**src/rtl/tbsu_pkg.sv**
```systemverilog
// Shared types, codes and helper functions for the TOML basic string unescaper.
// Used by tbsu_decode, tbsu_out_buf and toml_basic_string_unescaper_top.
// No dependencies.
package tbsu_pkg;

    // Decoder phase codes.
    localparam logic [1:0] PH_PLAIN = 2'd0;
    localparam logic [1:0] PH_ESC   = 2'd1;
    localparam logic [1:0] PH_HEX   = 2'd2;

    // Error codes reported on the result channel.
    localparam logic [2:0] ERR_NONE      = 3'd0;
    localparam logic [2:0] ERR_NO_QUOTE  = 3'd1;
    localparam logic [2:0] ERR_NEWLINE   = 3'd2;
    localparam logic [2:0] ERR_CONTROL   = 3'd3;
    localparam logic [2:0] ERR_BAD_ESC   = 3'd4;
    localparam logic [2:0] ERR_NOT_V1_0  = 3'd5;
    localparam logic [2:0] ERR_CODEPOINT = 3'd6;

    // Character codes.
    localparam logic [7:0] CH_QUOTE  = 8'h22;
    localparam logic [7:0] CH_BSLASH = 8'h5C;
    localparam logic [7:0] CH_LF     = 8'h0A;
    localparam logic [7:0] CH_CR     = 8'h0D;
    localparam logic [7:0] CH_TAB    = 8'h09;
    localparam logic [7:0] CH_BS     = 8'h08;
    localparam logic [7:0] CH_FF     = 8'h0C;
    localparam logic [7:0] CH_ESCAPE = 8'h1B;
    localparam logic [7:0] CH_DEL    = 8'h7F;
    localparam logic [7:0] CH_SPACE  = 8'h20;
    localparam logic [7:0] CH_LC_B   = 8'h62;
    localparam logic [7:0] CH_LC_E   = 8'h65;
    localparam logic [7:0] CH_LC_F   = 8'h66;
    localparam logic [7:0] CH_LC_N   = 8'h6E;
    localparam logic [7:0] CH_LC_R   = 8'h72;
    localparam logic [7:0] CH_LC_T   = 8'h74;
    localparam logic [7:0] CH_LC_U   = 8'h75;
    localparam logic [7:0] CH_UC_U   = 8'h55;
    localparam logic [7:0] CH_LC_X   = 8'h78;

    // Digit counts of the hex escapes.
    localparam logic [3:0] HEX_X_DIGITS  = 4'd2;
    localparam logic [3:0] HEX_U4_DIGITS = 4'd4;
    localparam logic [3:0] HEX_U8_DIGITS = 4'd8;

    // Code point limits.
    localparam logic [24:0] CP_MAX_WIDE  = 25'h010FFFF;
    localparam logic [20:0] SURR_LO      = 21'h00D800;
    localparam logic [20:0] SURR_HI      = 21'h00DFFF;

    // Configuration register indexes.
    localparam logic [0:0] REG_STRICT = 1'b0;

    // Results caused by one input item: up to four bytes, or one done/error mark.
    typedef struct packed {
        logic            present;
        logic [3:0][7:0] bytes;
        logic [1:0]      last_idx;
        logic            is_byte;
        logic            done;
        logic [2:0]      err;
    } result_bundle_t;

    typedef struct packed {
        logic       valid;
        logic [3:0] value;
    } hex_digit_t;

    // Decode one ASCII hex digit.
    function automatic hex_digit_t hex_value(input logic [7:0] c);
        hex_digit_t h;
        h.valid = 1'b1;
        h.value = 4'd0;
        if (c >= 8'h30 && c <= 8'h39)
        begin
            h.value = 4'(c - 8'h30);
        end
        else if (c >= 8'h61 && c <= 8'h66)
        begin
            h.value = 4'(c - 8'h57);
        end
        else if (c >= 8'h41 && c <= 8'h46)
        begin
            h.value = 4'(c - 8'h37);
        end
        else
        begin
            h.valid = 1'b0;
        end
        return h;
    endfunction

endpackage

```
**src/rtl/tbsu_decode.sv**
```systemverilog
// Escape decoder: holds the parse state and turns one input byte into a
// bundle of results. Depends on tbsu_pkg.
module tbsu_decode
(
    input  logic                    clk,
    input  logic                    rst_n,
    input  logic                    accept,
    input  logic [7:0]              char_byte,
    input  logic                    end_of_input,
    input  logic                    strict_v1_0,
    output tbsu_pkg::result_bundle_t bundle
);

    logic [1:0]  phase_reg, phase_next;
    logic [3:0]  left_reg, left_next;
    logic [20:0] acc_reg, acc_next;
    logic        ovf_reg, ovf_next;

    tbsu_pkg::hex_digit_t hd;
    logic [24:0] acc_wide;
    logic        grow;

    // One-byte result with a decoded byte.
    function automatic tbsu_pkg::result_bundle_t one_byte(input logic [7:0] b);
        tbsu_pkg::result_bundle_t r;
        r          = '0;
        r.present  = 1'b1;
        r.bytes[0] = b;
        r.is_byte  = 1'b1;
        r.err      = tbsu_pkg::ERR_NONE;
        return r;
    endfunction

    // Done or error mark.
    function automatic tbsu_pkg::result_bundle_t finish(input logic [2:0] e);
        tbsu_pkg::result_bundle_t r;
        r         = '0;
        r.present = 1'b1;
        r.err     = e;
        r.done    = (e == tbsu_pkg::ERR_NONE);
        return r;
    endfunction

    // UTF-8 encoding of a code point.
    function automatic tbsu_pkg::result_bundle_t utf8(input logic [20:0] cp);
        tbsu_pkg::result_bundle_t r;
        r         = '0;
        r.present = 1'b1;
        r.is_byte = 1'b1;
        if (cp < 21'h80)
        begin
            r.bytes[0] = cp[7:0];
            r.last_idx = 2'd0;
        end
        else if (cp < 21'h800)
        begin
            r.bytes[0] = {3'b110, cp[10:6]};
            r.bytes[1] = {2'b10, cp[5:0]};
            r.last_idx = 2'd1;
        end
        else if (cp < 21'h10000)
        begin
            r.bytes[0] = {4'b1110, cp[15:12]};
            r.bytes[1] = {2'b10, cp[11:6]};
            r.bytes[2] = {2'b10, cp[5:0]};
            r.last_idx = 2'd2;
        end
        else
        begin
            r.bytes[0] = {5'b11110, cp[20:18]};
            r.bytes[1] = {2'b10, cp[17:12]};
            r.bytes[2] = {2'b10, cp[11:6]};
            r.bytes[3] = {2'b10, cp[5:0]};
            r.last_idx = 2'd3;
        end
        return r;
    endfunction

    // Hex digit accumulation for the hex escape phase.
    always_comb
    begin
        hd       = tbsu_pkg::hex_value(char_byte);
        acc_wide = {acc_reg, hd.value};
        grow     = hd.valid && !ovf_reg;
    end

    // Next state and results of the current byte.
    always_comb
    begin
        phase_next = phase_reg;
        left_next  = left_reg;
        acc_next   = acc_reg;
        ovf_next   = ovf_reg;
        bundle     = '0;
        if (end_of_input)
        begin
            phase_next = tbsu_pkg::PH_PLAIN;
            left_next  = 4'd0;
            acc_next   = '0;
            ovf_next   = 1'b0;
            bundle     = finish(tbsu_pkg::ERR_NO_QUOTE);
        end
        else
        begin
            unique case (phase_reg)
                tbsu_pkg::PH_ESC:
                begin
                    phase_next = tbsu_pkg::PH_PLAIN;
                    case (char_byte)
                        tbsu_pkg::CH_QUOTE:  bundle = one_byte(tbsu_pkg::CH_QUOTE);
                        tbsu_pkg::CH_BSLASH: bundle = one_byte(tbsu_pkg::CH_BSLASH);
                        tbsu_pkg::CH_LC_B:   bundle = one_byte(tbsu_pkg::CH_BS);
                        tbsu_pkg::CH_LC_F:   bundle = one_byte(tbsu_pkg::CH_FF);
                        tbsu_pkg::CH_LC_N:   bundle = one_byte(tbsu_pkg::CH_LF);
                        tbsu_pkg::CH_LC_R:   bundle = one_byte(tbsu_pkg::CH_CR);
                        tbsu_pkg::CH_LC_T:   bundle = one_byte(tbsu_pkg::CH_TAB);
                        tbsu_pkg::CH_LC_E:
                        begin
                            if (strict_v1_0)
                                bundle = finish(tbsu_pkg::ERR_NOT_V1_0);
                            else
                                bundle = one_byte(tbsu_pkg::CH_ESCAPE);
                        end
                        tbsu_pkg::CH_LC_X:
                        begin
                            if (strict_v1_0)
                            begin
                                bundle = finish(tbsu_pkg::ERR_NOT_V1_0);
                            end
                            else
                            begin
                                phase_next = tbsu_pkg::PH_HEX;
                                left_next  = tbsu_pkg::HEX_X_DIGITS;
                                acc_next   = '0;
                                ovf_next   = 1'b0;
                            end
                        end
                        tbsu_pkg::CH_LC_U:
                        begin
                            phase_next = tbsu_pkg::PH_HEX;
                            left_next  = tbsu_pkg::HEX_U4_DIGITS;
                            acc_next   = '0;
                            ovf_next   = 1'b0;
                        end
                        tbsu_pkg::CH_UC_U:
                        begin
                            phase_next = tbsu_pkg::PH_HEX;
                            left_next  = tbsu_pkg::HEX_U8_DIGITS;
                            acc_next   = '0;
                            ovf_next   = 1'b0;
                        end
                        default: bundle = finish(tbsu_pkg::ERR_BAD_ESC);
                    endcase
                end
                tbsu_pkg::PH_HEX:
                begin
                    // The accumulator freezes once a bad digit or an oversized value is seen.
                    if (!hd.valid)
                        ovf_next = 1'b1;
                    else if (grow && acc_wide > tbsu_pkg::CP_MAX_WIDE)
                        ovf_next = 1'b1;
                    else if (grow)
                        acc_next = acc_wide[20:0];
                    if (left_reg > 4'd1)
                    begin
                        left_next = left_reg - 4'd1;
                    end
                    else
                    begin
                        // Judge the completed code point before the state is cleared.
                        if (ovf_next || (acc_next >= tbsu_pkg::SURR_LO
                                         && acc_next <= tbsu_pkg::SURR_HI))
                            bundle = finish(tbsu_pkg::ERR_CODEPOINT);
                        else
                            bundle = utf8(acc_next);
                        phase_next = tbsu_pkg::PH_PLAIN;
                        left_next  = 4'd0;
                        acc_next   = '0;
                        ovf_next   = 1'b0;
                    end
                end
                default:
                begin
                    phase_next = tbsu_pkg::PH_PLAIN;
                    if (char_byte == tbsu_pkg::CH_QUOTE)
                        bundle = finish(tbsu_pkg::ERR_NONE);
                    else if (char_byte == tbsu_pkg::CH_BSLASH)
                        phase_next = tbsu_pkg::PH_ESC;
                    else if (char_byte == tbsu_pkg::CH_LF || char_byte == tbsu_pkg::CH_CR)
                        bundle = finish(tbsu_pkg::ERR_NEWLINE);
                    else if ((char_byte < tbsu_pkg::CH_SPACE && char_byte != tbsu_pkg::CH_TAB)
                             || char_byte == tbsu_pkg::CH_DEL)
                        bundle = finish(tbsu_pkg::ERR_CONTROL);
                    else
                        bundle = one_byte(char_byte);
                end
            endcase
        end
    end

    // Parse state registers.
    always_ff @(posedge clk or negedge rst_n)
    begin
        if (!rst_n)
        begin
            phase_reg <= tbsu_pkg::PH_PLAIN;
            left_reg  <= 4'd0;
            acc_reg   <= '0;
            ovf_reg   <= 1'b0;
        end
        else if (accept)
        begin
            phase_reg <= phase_next;
            left_reg  <= left_next;
            acc_reg   <= acc_next;
            ovf_reg   <= ovf_next;
        end
    end

endmodule

```
**src/rtl/tbsu_out_buf.sv**
```systemverilog
// Result register: holds the results of one item and hands them out one per
// cycle on the result channel while the receiver is ready. Depends on tbsu_pkg.
module tbsu_out_buf
(
    input  logic                     clk,
    input  logic                     rst_n,
    input  logic                     accept,
    input  tbsu_pkg::result_bundle_t bundle,
    output logic                     in_ready,
    output logic                     m_tvalid,
    input  logic                     m_tready,
    output logic [7:0]               m_tdata,   // out_byte
    output logic                     m_tlast,   // run_last
    output logic [4:0]               m_tuser    // byte_valid, string_done, error_code[2:0]
);

    tbsu_pkg::result_bundle_t buf_reg;
    logic                     full_reg;
    logic [1:0]               idx_reg;
    logic                     take;
    logic                     final_take;

    // Handshake and free-slot logic.
    always_comb
    begin
        take       = full_reg && m_tready;
        final_take = take && (idx_reg == buf_reg.last_idx);
        in_ready   = !full_reg || final_take;
        m_tvalid   = full_reg;
        m_tdata    = buf_reg.bytes[idx_reg];
        m_tlast    = (idx_reg == buf_reg.last_idx);
        m_tuser    = {buf_reg.err, buf_reg.done, buf_reg.is_byte};
    end

    // Occupancy and byte index.
    always_ff @(posedge clk or negedge rst_n)
    begin
        if (!rst_n)
        begin
            full_reg <= 1'b0;
            idx_reg  <= 2'd0;
        end
        else if (accept && bundle.present)
        begin
            full_reg <= 1'b1;
            idx_reg  <= 2'd0;
        end
        else if (final_take)
        begin
            full_reg <= 1'b0;
            idx_reg  <= 2'd0;
        end
        else if (take)
        begin
            idx_reg <= idx_reg + 2'd1;
        end
    end

    // Result payload.
    always_ff @(posedge clk)
    begin
        if (accept && bundle.present)
            buf_reg <= bundle;
    end

endmodule

```
**src/rtl/toml_basic_string_unescaper_top.sv**
```systemverilog
// Top level of the TOML basic string unescaper: stream ports, the register
// port and the assertions. Depends on tbsu_pkg, tbsu_decode and tbsu_out_buf.
//
// Usage: feed the bytes after the opening quote of a basic string on the
// slave stream, one byte per request in s_tdata; s_tlast set marks the end of
// input (s_tdata is then ignored). Decoded bytes leave on the master stream,
// with m_tuser flagging a byte, a successful end (closing quote) or an error.
// m_tlast marks the last result caused by one input request. After an end or
// an error the decoder is back in plain text and takes the next string.
// A result appears on the master side in the cycle after its request is
// accepted. The block takes one input request per cycle while each causes at
// most one result; a completed hex escape yields up to four UTF-8 bytes, one
// per cycle, and the single result register holds off the input until the
// last of them leaves.
// When the receiver stalls, the result register holds and input is taken only
// as the last held result leaves. Reset clears the parse state, the result
// register and strict_v1_0 (at address 0 of the register port).
module toml_basic_string_unescaper_top
(
    input  logic        clk,
    input  logic        rst_n,
    // Input stream
    input  logic        s_tvalid,
    output logic        s_tready,
    input  logic [7:0]  s_tdata,   // char_byte
    input  logic        s_tlast,   // end_of_input
    // Result stream
    output logic        m_tvalid,
    input  logic        m_tready,
    output logic [7:0]  m_tdata,   // out_byte
    output logic        m_tlast,   // run_last
    output logic [4:0]  m_tuser,   // byte_valid, string_done, error_code[2:0]
    // Register port
    input  logic        psel,
    input  logic        penable,
    input  logic        pwrite,
    input  logic [2:0]  paddr,
    input  logic [31:0] pwdata,
    output logic [31:0] prdata,
    output logic        pready
);

    tbsu_pkg::result_bundle_t bundle;
    logic                     accept;
    logic                     strict_reg;
    logic                     reg_sel;

    assign accept  = s_tvalid && s_tready;
    assign pready  = 1'b1;
    assign reg_sel = (paddr[2] == tbsu_pkg::REG_STRICT) && (paddr[1:0] == 2'd0);
    assign prdata  = reg_sel ? {31'd0, strict_reg} : 32'd0;

    // Configuration register.
    always_ff @(posedge clk or negedge rst_n)
    begin
        if (!rst_n)
            strict_reg <= 1'b0;
        else if (psel && penable && pwrite && pready && reg_sel)
            strict_reg <= pwdata[0];
    end

    tbsu_decode u_decode
    (
        .clk          (clk),
        .rst_n        (rst_n),
        .accept       (accept),
        .char_byte    (s_tdata),
        .end_of_input (s_tlast),
        .strict_v1_0  (strict_reg),
        .bundle       (bundle)
    );

    tbsu_out_buf u_out_buf
    (
        .clk      (clk),
        .rst_n    (rst_n),
        .accept   (accept),
        .bundle   (bundle),
        .in_ready (s_tready),
        .m_tvalid (m_tvalid),
        .m_tready (m_tready),
        .m_tdata  (m_tdata),
        .m_tlast  (m_tlast),
        .m_tuser  (m_tuser)
    );

`ifndef SYNTH
    // A done or error mark is always the only and last result of its request.
    a_mark_is_last: assert property (@(posedge clk) disable iff (!rst_n)
        m_tvalid && !m_tuser[0] |-> m_tlast)
        else $error("done or error result not marked last");

    // A result is never both a byte and a done or error mark.
    a_kind_exclusive: assert property (@(posedge clk) disable iff (!rst_n)
        m_tvalid && m_tuser[0] |-> !m_tuser[1] && (m_tuser[4:2] == tbsu_pkg::ERR_NONE))
        else $error("byte result carries a done or error mark");

    // Input is held off only while a result is waiting.
    a_stall_cause: assert property (@(posedge clk) disable iff (!rst_n)
        !s_tready |-> m_tvalid && !(m_tready && m_tlast))
        else $error("input stalled without a pending result");

    // An accepted end of input always produces a no-quote error next cycle.
    a_eoi_error: assert property (@(posedge clk) disable iff (!rst_n)
        s_tvalid && s_tready && s_tlast |=> m_tvalid && (m_tuser[4:2] == tbsu_pkg::ERR_NO_QUOTE))
        else $error("end of input did not give the missing quote error");
`endif

endmodule
```
**config.mk**
```make
export PLATFORM = sky130hd
export DESIGN_NAME = toml_basic_string_unescaper_top
export DESIGN_NICKNAME = d
export VERILOG_FILES = /design/src/rtl/tbsu_pkg.sv /design/src/rtl/tbsu_decode.sv /design/src/rtl/tbsu_out_buf.sv /design/src/rtl/toml_basic_string_unescaper_top.sv
export SDC_FILE = /design/constraint.sdc
export NUM_CORES = 1
export LEC_CHECK = 0
export ABC_AREA = 1
export BUFFER_PORTS_ARGS = -buffer_cell sky130_fd_sc_hd__buf_4
export CAP_MARGIN = 20
export CORE_MARGIN = 5
export CORE_UTILIZATION = 59
export CTS_CLUSTER_DIAMETER = 30
export DETAILED_ROUTE_END_ITERATION = 10
export PLACE_DENSITY_LB_ADDON = 0.2
export SLEW_MARGIN = 10
export SYNTH_ARGS = -nofsm -noshare
export SYNTH_HDL_FRONTEND = slang
export SYNTH_SLANG_ARGS = --single-unit
```
**constraint.sdc**
```tcl
create_clock -name clk -period 6.7 [get_ports clk]
set_input_delay 1.34 -clock clk [delete_from_list [all_inputs] [get_ports clk]]
set_output_delay 1.34 -clock clk [all_outputs]
set_load 0.05 [all_outputs]
```
# Yosys cells after proc, flatten, opt, wreduce, memory -nomap -nowiden
# Index checks and enable logic that the tools add are counted.
# op_classes
order_cmp	15
n_bitwise	1
n_reduce_logical	29
muxes	62
n_addsub	5
n_eq_ne	22
# ops
operator	count
40-bit case mux with 10 select lines	1
40-bit 2-to-1 mux	6
21-bit 2-to-1 mux	8
8-bit by 7-bit == test with 1-bit output, second input constant	11
21-bit case mux with 2 select lines	2
40-bit case mux with 2 select lines	1
24-bit 2-to-1 mux	2
39-bit 2-to-1 mux	1
25-bit by 21-bit greater-than comparator with 1-bit output, second input constant	1
4-bit 2-to-1 mux	6
21-bit by 16-bit >= comparator with 1-bit output, second input constant	1
21-bit by 16-bit <= comparator with 1-bit output, second input constant	1
21-bit by 12-bit less-than comparator with 1-bit output, second input constant	1
21-bit by 17-bit less-than comparator with 1-bit output, second input constant	1
21-bit by 8-bit less-than comparator with 1-bit output, second input constant	1
18-bit 2-to-1 mux	1
8-bit binary-select mux with 2-bit select	1
8-bit by 4-bit == test with 1-bit output, second input constant	2
8-bit by 7-bit >= comparator with 1-bit output, second input constant	2
8-bit by 7-bit <= comparator with 1-bit output, second input constant	2
16-bit 2-to-1 mux	1
8-bit 2-to-1 mux	2
1-bit logical AND	15
15-bit 2-to-1 mux	1
other kinds (33)	63
# word_totals
register_bits	71
word_cells	149
input_bits	51
output_inout_bits	49

# Logic depth before layout (Yosys ltp)
# Gate-level depths: netlist (run 1).
# logic_depth
word_depth	21
ltp_mapped	24
depth_no_buf	23

# Hierarchy
# From an unflattened synthesis (run 1), not the netlist that was laid out.
# unflattened
cells_unflattened	676
area_unflattened_um2	5153.7
# modules_own_cells
mod	cells_per_inst	seq_area_each_um2	area_each_um2	instances
tbsu_decode	506	700.7	3154.3	1
tbsu_out_buf	120	1246.2	1655.3	1
toml_basic_string_unescaper_top	50	25.0	344.1	1

# Worst setup path before layout (run 1)
# No wires, ideal clock.
# synth_timing
path_kind	flip-flop to flip-flop
start	register u_out_buf.idx_reg[1]
end	register u_out_buf.buf_reg[10] (netlist name), enable pin
slack_ns	2.733
required_ns	6.310
t_arrival_ns	3.577
n_path_buf	0
setup_ns	0.390
stages_incl_launch_ff	9
synth_period_minus_slack_ns	3.967
path_cell_list	dfrtp_1 > or2_2 > a21boi_0 > nand2_1 > nand2_1 > nand2_1 > a41oi_1 > nand2_1 > inv_1
# synth_between
elab_chain_cells	5
# synth_rtl
element	line_no	source
start: declaration	tbsu_out_buf.sv:19	logic [1:0] idx_reg;
start signal: assignment	tbsu_out_buf.sv:55	idx_reg <= idx_reg + 2'd1;
2-bit == test	--	
named net m_tlast	toml_basic_string_unescaper_top.sv:31	output logic m_tlast,
1-bit logical AND	tbsu_out_buf.sv:27	final_take = take && (idx_reg == buf_reg.last_idx);
1-bit logical OR	tbsu_out_buf.sv:28	in_ready = !full_reg || final_take;
named net s_tready	toml_basic_string_unescaper_top.sv:24	output logic s_tready,
1-bit logical AND	toml_basic_string_unescaper_top.sv:48	assign accept = s_tvalid && s_tready;
1-bit logical AND	tbsu_out_buf.sv:62	if (accept && bundle.present)
end signal: assignment	tbsu_out_buf.sv:63	buf_reg <= bundle;
end: declaration	tbsu_out_buf.sv:17	tbsu_pkg::result_bundle_t buf_reg;
# The timed path passes the listed nets, and every way through them passes these cells.
# A chain may end at the register's enable or synchronous reset.

# Worst setup path in the final report (run 1)
# layout_timing
start	input port s_tdata[1]
end	register u_decode.left_reg[0]
# layout_between
elab_chain_cells	4
elab_cells_between_ends	9
cone_classes	eq/ne: 5; mux: 3; reduce/logical: 1
# layout_rtl
element	line_no	source
start: declaration	toml_basic_string_unescaper_top.sv:25	input logic [7:0] s_tdata,
8-bit by 7-bit == test with 1-bit output	tbsu_decode.sv:109	case (char_byte)
4-bit case mux with 3 select lines	tbsu_decode.sv:109	
4-bit case mux with 2 select lines	tbsu_decode.sv:105	unique case (phase_reg)
4-bit 2-to-1 mux	tbsu_decode.sv:95	if (end_of_input)
end signal: assignment	tbsu_decode.sv:214	left_reg <= left_next;
end: declaration	tbsu_decode.sv:15	logic [3:0] left_reg, left_next;
# Several ways; a longest one is shown, not always the timed one.

==> impl_results.md, run 1 <==
- Dominant cell type by area after synthesis: edfxtp_1
- Dpl cells: 737
- Top-level I/O count: 100
- Yosys warns: 0
- Worst Setup End Kind: flip-flop
- Reg clk slew, reported paths: 0.08 ns
- Crit path max fanout: 25
- Core area: 7810 um^2
- Pin count of the biggest net entering global routing: 33
- Total Routing Usage GR: 0.239
- Static leakage: 0.00252 uW
- Adder-Cell Fraction of Synth Area: 0.0210
- Fin. Hold Viols: 0
- Compound-Gate Fraction of Synth Area: 0.132
- Share of the synthesized area in the top cell type: 0.221
- Final setup margin: 2.75 ns
- Fin cells: roughly 750
- Post-DRT Antenna Nets: 0
- Number of global-route vias before repair: around 3900
- Rel. slew slack: 0.441
- Mean Syn Cell Area: 7.70 um^2
- Setup WS pre-CTS: 2.47 ns
- P&R area growth vs syn: 8.04%
- Die Area: 9970 um^2
- Residual DRC: 0
- Post-Synthesis Cells: between 600 and 700
- Max incr delay on CP: 0.61 ns
- Setup CP Type: in2reg
- Maximum clock path buffer count: 2
- CP max-delay cell: nand2_1
- Die Span X: between 90 and 100 um
- Hold Path Class: reg2reg
- HPWL after detailed placement: a little over 9000 um
- Cts-stage hold buffer count: 0
- Post-synthesis mux area share: 0
- Count of pins over their slew limit: 0
- Ys flop type: edfxtp_1
- CP Launch Type: input port
- Fraction of layout instances using a drive strength above 1: 0.163
- Yosys cell types: about 50
- Area fraction in and, or, nand and nor cells after synthesis: 0.295
- Synth area leaders: edfxtp_1 (22%), dfrtp_1 (17%), nand2_1 (9.9%), buf_4 (6.3%), inv_1 (6.0%)
- Share of flip-flops with an asynchronous set or reset: 0.478
- PwrDens: 317 nW/um^2
- CTS Buf Count: 9
- Setup violators final: 0
- # port buffers: 36
- Max-cap violation count: 0
- Largest family of logic cells by synthesized area: simple AND/OR/NAND/NOR gates
- Layout Nets: 705
- FILL cells: 687
- Global route total overflow: 0
- Post-Synth XOR/XNOR Area: 0.0110
- RSZ-0062 raised after global routing: false
- Die H: between 90 and 100 um
- Total clock sinks: 67
- Mapped cell area: 4760 um^2
- FP Rows: 32
- Detailed Routing Iterations Pass 1: 6
- Peak supply drop: approximately 0.11 mV
- Arrival time of the worst setup path: 4.20 ns
- Max FFs per register: 30
- Antenna Cells: 0
- Crit path time final: 3.95 ns
- First-pass GRT wire length: 18900 um
- Setup Buffers After CTS: 0
- Data required time at the worst endpoint: 6.95 ns
- Clock skew: 0.0205 ns
- DR vias: between 4000 and 5000
- Initial Util: 0.610
- Cell mode on critical path: nand2_1
- Status: complete, no violations
- CTS resizes: 0
- TNS Setup: 0 ns
- Post-synthesis sequential area ratio: 0.389
- Post-synth EDFFs: 35
- H-tree depth: 3
- Vias per cell: 5.49
- Antenna violations before repair: 0
- WL/cell: 15.6 um
- Final GP Congestion: 0.983
- Max Clk Rate: 253 MHz
- Slew @ Worst Pin: ~0.84 ns
- Crit-path cells: buf_4, inv_1, ha_1, nand2_1, nor2_1, nor2_1, a21oi_1, nand2_1, o211ai_1, nand2_1, inv_2, nand2_1, o21ai_0
- CTS tree: yes
- Total Wirelength: 11800 um
- Initial DRC count: 416
- CTS Root Cell: clkbuf_8
- Crit share post-route: 0.589
- Clk_lat worst skew: 0.36 ns
- Flops & latches, synth: 67
synthesized netlist by cell type, types with 2 or more instances:
cell      instances
nand2_1         126
inv_1            76
nor2_1           74
o21ai_0          41
buf_4            40
edfxtp_1         35
nand3_1          35
dfrtp_1          32
o22ai_1          30
nand2_2          14
a21oi_1          11
inv_2            10
nand2_4          10
nor3_1           10
ha_1              8
buf_2             5
xor2_1            5
clkbuf_1          4
nand4_1           4
nor2_2            4
a31oi_1           3
a32oi_1           3
nor2_4            3
o211ai_1          3
o221ai_1          3
buf_12            2
conb_1            2
nor3_4            2
o21ai_1           2
o21ai_2           2
o41ai_1           2
kinds of logic (layout without fill, tap and decap cells):
kind of cell | Yosys count | count (layout)
other | 2 | 32
AND/OR/NAND/NOR | 291 | 291
XOR/XNOR | 6 | 6
AO/OA/AOI/OAI | 105 | 105
buffers and inverters | 140 | 142
adder cells (fa/ha/maj) | 8 | 8
flip-flops | 67 | 67
report_power, final:
group | internal [uW] | switching, uW
Sequential | 505 | 39.2
Clock | 220 | 166
Combinational | 193 | 511
Total | 918 | 716
path summary, 6_finish.rpt:
path / start / slack, ns / to / depth (start not counted)
min in group asynchronous: rst_n / 0.92 / u_decode.acc_reg[20] / 1
worst min-delay path: u_decode.left_reg[3] / 0.48 / u_decode.left_reg[3] / 2
max in group asynchronous: rst_n / 5.45 / u_decode.phase_reg[1] / 1
worst min register to register: u_decode.left_reg[3] / 0.48 / u_decode.left_reg[3] / 2
worst max register to register: u_out_buf.idx_reg[1] / 3.45 / u_decode.left_reg[0] / 10
worst max-delay path: s_tdata[1] / 2.75 / u_decode.left_reg[0] / 13
area by class of cell:
class                      count  area (um^2)  area share
inverter                      89          340      0.0661
sequential                    67         1850       0.360
multi-input combinational    442         2300       0.448
timing repair buffer          37          298      0.0579
clock buffer                  10          138      0.0267
tap                          102          128      0.0248
clock inverter                 6         87.6      0.0170
routing by layer:
| layer | vias up | track usage | part of all wire |
|---|---|---|---|
| met5 | - | 0 | 0 |
| met4 | 0 | 0.0704 | 0.018 |
| met3 | 23 | 0.0493 | 0.068 |
| met2 | 167 | 0.390 | 0.48 |
| met1 | 1912 | 0.323 | 0.44 |
| li1 | 2031 | - | - |
stage by stage:
| stage | power, uW | hold slack, ns | util | instance area [um^2] |
|---|---|---|---|---|
| finish | 1630 | 0.483 | 0.659 | 5150 |
| global route | 1720 | 0.516 | 0.659 | 5150 |
| CTS | 1630 | 0.487 | 0.659 | 5150 |
| detailed placement | 1250 | 0.470 | 0.630 | 4920 |
| global placement | 1230 | 0.469 | 0.627 | 4890 |
| floorplan | 1090 | 0.446 | - | 4880 |
worst max-delay path: cells and delay by family:
family | cells | cell delay, ns
buffers and inverters | 3 | 0.63
adders and majority gates | 1 | 0.22
AOI/OAI and AO/OA | 3 | 0.66
and+or+nand+nor | 6 | 1.31
cell usage in the layout (no fill, tap or decap), types with 4 or more instances in the layout:
master / count
nand2_1: 126
inv_1: 76
o22ai_1: 30
nor3_1: 10
a21oi_1: 11
nand2_4: 10
nand3_1: 35
nor2_2: 4
o21ai_0: 41
ha_1: 8
conb_1: 32
nand4_1: 4
nand2_2: 14
dfrtp_1: 32
buf_4: 36
nor2_1: 74
clkbuf_8: 10
xor2_1: 5
inv_2: 10
edfxtp_1: 35
Note: power is estimated with default switching activity, not from simulation.
==> inputs of run 2 (changes only) <==
CORE_UTILIZATION = 50   (was 59)
clock period = 3.6 ns   (was 6.7 ns; I/O delays follow)
==> run 2 against run 1 <==
Net effect:
- clock-buffer cell count is the same
- worst setup slack got worse by 2.2 ns
- clock power rose by 42%
- largest power group unchanged
- highest routed layer unchanged
==> impl_results.md, run 2 (same netlist as run 1, synthesis figures left out) <==
- Residual DRC: 0 (unchanged)
- HPWL after detailed placement: 9610 um (+4.2%)
- WHS: 0.312 ns (-0.171 ns)
- First-pass GRT wire length: 19700 um (+3.8%)
- CTS Buf Count: 9 (unchanged)
- Cell Int Power: 1560 uW (+70%)
- Top-level I/O count: 100 (unchanged)
- Vias per cell: 5.13 (-6.5%)
- Number of global-route vias before repair: 3869 (-1.0%)
- Peak supply drop: 0.337 mV (+200%)
- Static leakage: 0.00257 uW (+2.2%)
- Sw Ratio: 0.456 (+0.0183)
- # port buffers: 36 (unchanged)
- Setup CP Type: in2reg
- Crit share post-route: 0.848
- Most common cell after layout, fill and taps aside: nand2_1
- FILL cells: 915 (+33%)
- TNS Setup: 0 ns (unchanged)
- Fin. Hold Viols: 0 (unchanged)
- Worst Setup End Kind: flip-flop
- Combinational fraction of design power: 0.459 (+0.028)
- Antenna violations before repair: 0 (unchanged)
- Hold Path Class: in2async
- Cts-stage hold buffer count: 0 (unchanged)
- Total Wirelength: 12100 um (+2.4%)
- Initial DRC count: 250 (-40%)
- Max-cap violation count: 0 (unchanged)
- Largest delay contributor family on the critical path: simple AND/OR/NAND/NOR gates
- Fraction of layout instances using a drive strength above 1: 0.184 (+0.0213)
- Arrival time of the worst setup path: 3.14 ns (-1.06 ns)
- Setup violators final: 0 (unchanged)
- Pin count of the biggest net entering global routing: 33 (unchanged)
- Setup Buffers After CTS: 0 (unchanged)
- Reg-to-reg endpoint: u_out_buf.buf_reg[9]
- Buf/Inv on CP: 3 (unchanged)
- Die Span X: 108 um (+7.8%)
- Sequential Area: 1850 um^2 (unchanged)
- CTS resizes: 0 (unchanged)
- Flop pwr share: 0.351 (+0.018)
- CTS tree: yes
- Crit-path cells: buf_4, inv_1, ha_1, inv_1, nand2_1, nand2_1, nand2_2, nand2_4, nand2_4, nand2_4, nand2_1, nand2_1, nand2_1, nor2_8, nand4_2, nand3_1, nor2_1, nand2_1, nand2_1, nand2_1, nand2_1
- Most frequent cells in the layout: nand2_1 (126), inv_1 (76), nor2_1 (74), buf_4 (54), o21ai_0 (41)
- Initial Util: 0.513 (-0.0970)
- Maximum clock path buffer count: 2 (unchanged)
- Reg clk slew, reported paths: 0.08 ns (about the same)
- Reg2Reg Setup Slack: 0.90 ns (-2.55 ns)
- P_sw: 1310 uW (+83%)
- PwrDens: 548 nW/um^2 (+73%)
- Detailed Routing Iterations Pass 1: 6 (unchanged)
- Crit Reg-Reg Startpoint: u_decode.acc_reg[19]
- Final Power: 2870 uW (+76%)
- Core area: 9280 um^2 (+19%)
- Final GP Congestion: 0.946 (-3.8%)
- Clk_lat worst skew: 0.35 ns (about the same)
- Max Clk Rate: 328 MHz
- Total clock sinks: 67 (unchanged)
- WL/cell: 15.1 um (-3.3%)
- Global route total overflow: 0 (unchanged)
- FP Rows: 35 (+9.4%)
- Total Routing Usage GR: 0.219 (-0.0202)
- Antenna Cells: 0 (unchanged)
- CP max-delay cell: ha_1
- Clock skew: 0.0150 ns (-0.00555 ns)
- CTS Root Cell: clkbuf_8
- Count of pins over their slew limit: 0 (unchanged)
- Area of the multi-input gates: 2300 um^2 (unchanged)
- Max incr delay on CP: 0.24 ns (-0.37 ns)
- Layout Nets: 723 (+2.6%)
- Max FFs per register: 30 (unchanged)
- Post-DRT Antenna Nets: 0 (unchanged)
- P&R area growth vs syn: 10.0%
- Crit path max fanout: 15 (-40%)
- Status: complete, no violations
- DR vias: 4090 (-1.0%)
- RSZ-0062 raised after global routing: false
- Die Area: 11600 um^2 (+16%)
- Data required time at the worst endpoint: 3.69 ns (-3.26 ns)
- Clk pwr share: 0.190 (-0.046)
- Crit path time final: between 3 and 4 ns
- Die H: 108 um (+7.8%)
- H-tree depth: 3 (unchanged)
- R2r worst-path depth: 17 (+7)
- Cell mode on critical path: nand2_1
- CP Launch Type: input port
[run 2: worst max path at each step]
stage / start / endpoint / slack (ns) / cells past startpoint
after global placement: s_tdata[0] / u_out_buf.buf_reg[9] / 0.25 / 21
after CTS: s_tdata[0] / u_out_buf.buf_reg[8] / 0.56 / 21
final: s_tdata[0] / u_out_buf.buf_reg[8] / 0.55 / 21
after floorplan: u_out_buf.idx_reg[1] / u_out_buf.buf_reg[10] / 0.06 / 8
after global routing: s_tdata[0] / u_out_buf.buf_reg[9] / 0.33 / 23
after detailed placement: s_tdata[0] / u_out_buf.buf_reg[8] / 0.20 / 21
[run 2: layer usage]
metal | wire [um] | vias to the layer above | global-route usage
li1 | - | 2064 | -
met1 | 5650 | 1877 | 0.315
met2 | 5460 | 128 | 0.337
met3 | 738 | 21 | 0.0426
met4 | 206 | 0 | 0.0604
met5 | 0 | - | 0
[run 2: area by class of cell]
| cell class | instances | area share |
|---|---|---|
| clock buffer | 10 | 0.0243 |
| clock inverter | 5 | 0.00597 |
| inverter | 89 | 0.0649 |
| multi-input combinational | 442 | 0.439 |
| sequential | 67 | 0.353 |
| tap | 129 | 0.0308 |
| timing repair buffer | 55 | 0.0812 |
[run 2: stage by stage]
step	instances	cell area (um^2)	utilization	setup slack, ns
CTS	797	5240	0.565	0.561
detailed placement	782	5080	0.547	0.200
floorplan	649	4880	-	0.0567
global route	797	5240	0.565	0.333
finish	797	5240	0.565	0.548
global placement	782	5080	0.547	0.254
[run 2: power by group through the flow]
stage	sequential (uW)	combinational (uW)	clock, uW
6_report	1010	1320	545
3_3_place_gp	1020	1310	0
2_1_floorplan	1010	1020	0
3_5_place_dp	1030	1320	0
5_1_grt	1020	1440	597
4_1_cts	1010	1330	556
[run 2: worst register-to-register path, cell delays in order, from the launching register on]
cell and delay [ns]:
dfrtp_1 0.36, inv_1 0.08, nand2_1 0.06, nor2_1 0.11, nand2_1 0.11, nor2_4 0.29
nand2_4 0.20, buf_4 0.21, o21ai_2 0.26, nand2_1 0.14, nor3_4 0.16, nand2_4 0.11
nor2_1 0.09, nor2_1 0.05, nand2_1 0.06, nand2_1 0.04, nand2_1 0.06, nand2_1 0.07
==> inputs of run 3 (changes only) <==
clock period = 2.75 ns   (was 3.6 ns; I/O delays follow)
==> run 3 against run 2 <==
Net effect:
- largest cell class unchanged
- critical path type unchanged
- sequential share of layout area is 4.2 points lower
- non-clock buffer count is 69 higher
- wire length is 6.8% higher
- worst setup slack worse by 0.38 ns
==> impl_results.md, run 3 (same netlist as run 1, synthesis figures left out) <==
- Status: complete, no violations
- Max-cap violation count: 0 (unchanged)
- Total Routing Usage GR: 0.229 (+0.00949)
- Crit path max fanout: 12 (-3)
- Setup CP Type: in2reg
- Clk_lat worst skew: 0.35 ns (about the same)
- HPWL after detailed placement: 10300 um (+6.7%)
- CTS Buf Count: 9 (unchanged)
- Area of the multi-input gates: 2350 um^2 (+1.9%)
- CTS Root Cell: clkbuf_8
- Core area: 9280 um^2 (unchanged)
- Most frequent cells in the layout: nand2_1 (125), buf_4 (119), inv_1 (75), nor2_1 (73), o21ai_0 (41)
- Crit path time final: 2.58 ns
- Top-level I/O count: 100 (unchanged)
- Number of global-route vias before repair: 4268 (+10%)
- Die Area: 11600 um^2 (unchanged)
- Detailed Routing Iterations Pass 1: 6 (unchanged)
- M1 GR Usage: 0.325 (+0.0100)
- Initial DRC count: 300 (+20%)
- Max Clk Rate: 387 MHz
- Data required time at the worst endpoint: 2.85 ns (-0.84 ns)
- Die Span X: 108 um (unchanged)
- Setup violators final: 0 (unchanged)
- Dpl cells: 848 (+8.4%)
- Layout Nets: 792 (+9.5%)
- CTS tree: yes
- Fraction of layout instances using a drive strength above 1: 0.271 (+0.0869)
- Maximum clock path buffer count: 2 (unchanged)
- FP Rows: 35 (unchanged)
- Total clock sinks: 67 (unchanged)
- WL/cell: 14.9 um (-1.8%)
- Worst Setup End Kind: flip-flop
- CP Launch Type: input port
- RSZ-0062 raised after global routing: true
- Global route total overflow: 0 (unchanged)
- Crit share post-route: 0.938
- Antenna Cells: 0 (unchanged)
- Reg clk slew, reported paths: 0.08 ns (about the same)
- Fin cells: 867 (+8.8%)
- Met3 usage: 0.0366 (-0.00600)
- Clock skew: 0.0106 ns (-0.00432 ns)
- Peak supply drop: 0.483 mV (+43%)
- Arrival time of the worst setup path: 2.68 ns (-0.46 ns)
- First-pass GRT wire length: 21000 um (+6.9%)
- PwrDens: 717 nW/um^2 (+31%)
- Final GP Congestion: 0.911 (-3.7%)
- H-tree depth: 3 (unchanged)
- Initial Util: 0.513 (unchanged)
- Static leakage: 0.00295 uW (+15%)
- Die H: 108 um (unchanged)
- DR vias: 4402 (+7.6%)
- WHS: 0.141 ns (-0.171 ns)
- Max FFs per register: 30 (unchanged)
- P&R area growth vs syn: 24.7%
- # port buffers: 36 (unchanged)
- Pin count of the biggest net entering global routing: 36 (+9.1%)
- Cts-stage hold buffer count: 0 (unchanged)
- Reg2Reg Setup Slack: 0.18 ns (-0.72 ns)
- Post-DRT Antenna Nets: 0 (unchanged)
- Most common cell after layout, fill and taps aside: nand2_1
- Vias per cell: 5.08 (-1.1%)
- Count of pins over their slew limit: 0 (unchanged)
- Total Wirelength: 12900 um (+6.8%)
- Fin. Hold Viols: 0 (unchanged)
- FILL cells: 878 (-4.0%)
- TNS Setup: 0 ns (unchanged)
- Hold Path Class: in2async
- Met2 Use GR: 0.373 (+0.0360)
- Residual DRC: 0 (unchanged)
- Antenna violations before repair: 0 (unchanged)
- GRT busiest layer: met2
- Sequential Area: 1850 um^2 (unchanged)
## run 3: cell types whose count changed in the layout (fill, tap and decap cells not counted), sizes merged
cell	delta
inv	-1
clkinv	-3
buf	+69
clkinvlp	+2
bufinv	+3
## run 3: final cells by class
cell class,instances,share of cell area
clock buffers,10,0.0215
clock inverters,6,0.0192
inverters,89,0.0579
multi-input cells,442,0.395
flip-flops and latches,67,0.312
well taps,129,0.0272
repair buffers,124,0.167
## run 3: through the flow
step / utilization / cell area [um^2] / power [uW] / worst slack [ns]
after floorplan: - / 4890 / 2680 / 0.107
after global placement: 0.608 / 5650 / 3220 / -0.220
after detailed placement: 0.608 / 5650 / 3250 / -0.226
after CTS: 0.634 / 5890 / 4260 / 0.0935
after global routing: 0.640 / 5940 / 4490 / -0.00959
final: 0.640 / 5940 / 4260 / 0.169
## run 3: path summary, 6_finish.rpt
kind,startpoint,to,cells past startpoint
min in group clk,pwdata[0],strict_reg,3
max reg2reg,u_decode.acc_reg[19],u_out_buf.buf_reg[7],18
min reg2reg,u_decode.left_reg[3],u_decode.left_reg[3],2
max in group asynchronous,rst_n,u_decode.acc_reg[6],1
min,rst_n,u_decode.acc_reg[9],1
max,s_tdata[0],u_out_buf.buf_reg[7],22
## run 3: power by group
| part | internal [uW] | switching (uW) |
|---|---|---|
| registers | 1230 | 71.2 |
| logic | 636 | 1310 |
| clock network | 604 | 401 |
## run 3: critical path, stage by stage
cell and delay [ns]:
buf_4 0.11, inv_1 0.06, ha_1 0.23, inv_1 0.08
nand2_1 0.05, nand2_1 0.06, nand2_2 0.06, nand2_4 0.06
nand2_4 0.09, nand2_4 0.17, nand2_1 0.07, nand2_1 0.08
nand2_1 0.15, buf_4 0.19, nor3_4 0.19, nand3_1 0.11
nand3_1 0.09, nand2_1 0.07, nand2_1 0.06, nand2_1 0.04
nand2_1 0.05, nand2_1 0.05
## run 3: layer usage
layer  vias to the layer above  share of wire  wire length (um)
li1                       2195              -                 -
met1                      2088           0.47              6010
met2                       107           0.48              6200
met3                        12          0.042               541
met4                         0         0.0099               128
met5                         -              0                 0
## run 3: timing repair
item	4_1_cts	5_1_grt
setup buffers	0	3
resized for setup	0	6
hold endpoints to repair	0	0
setup endpoints to repair	0	14
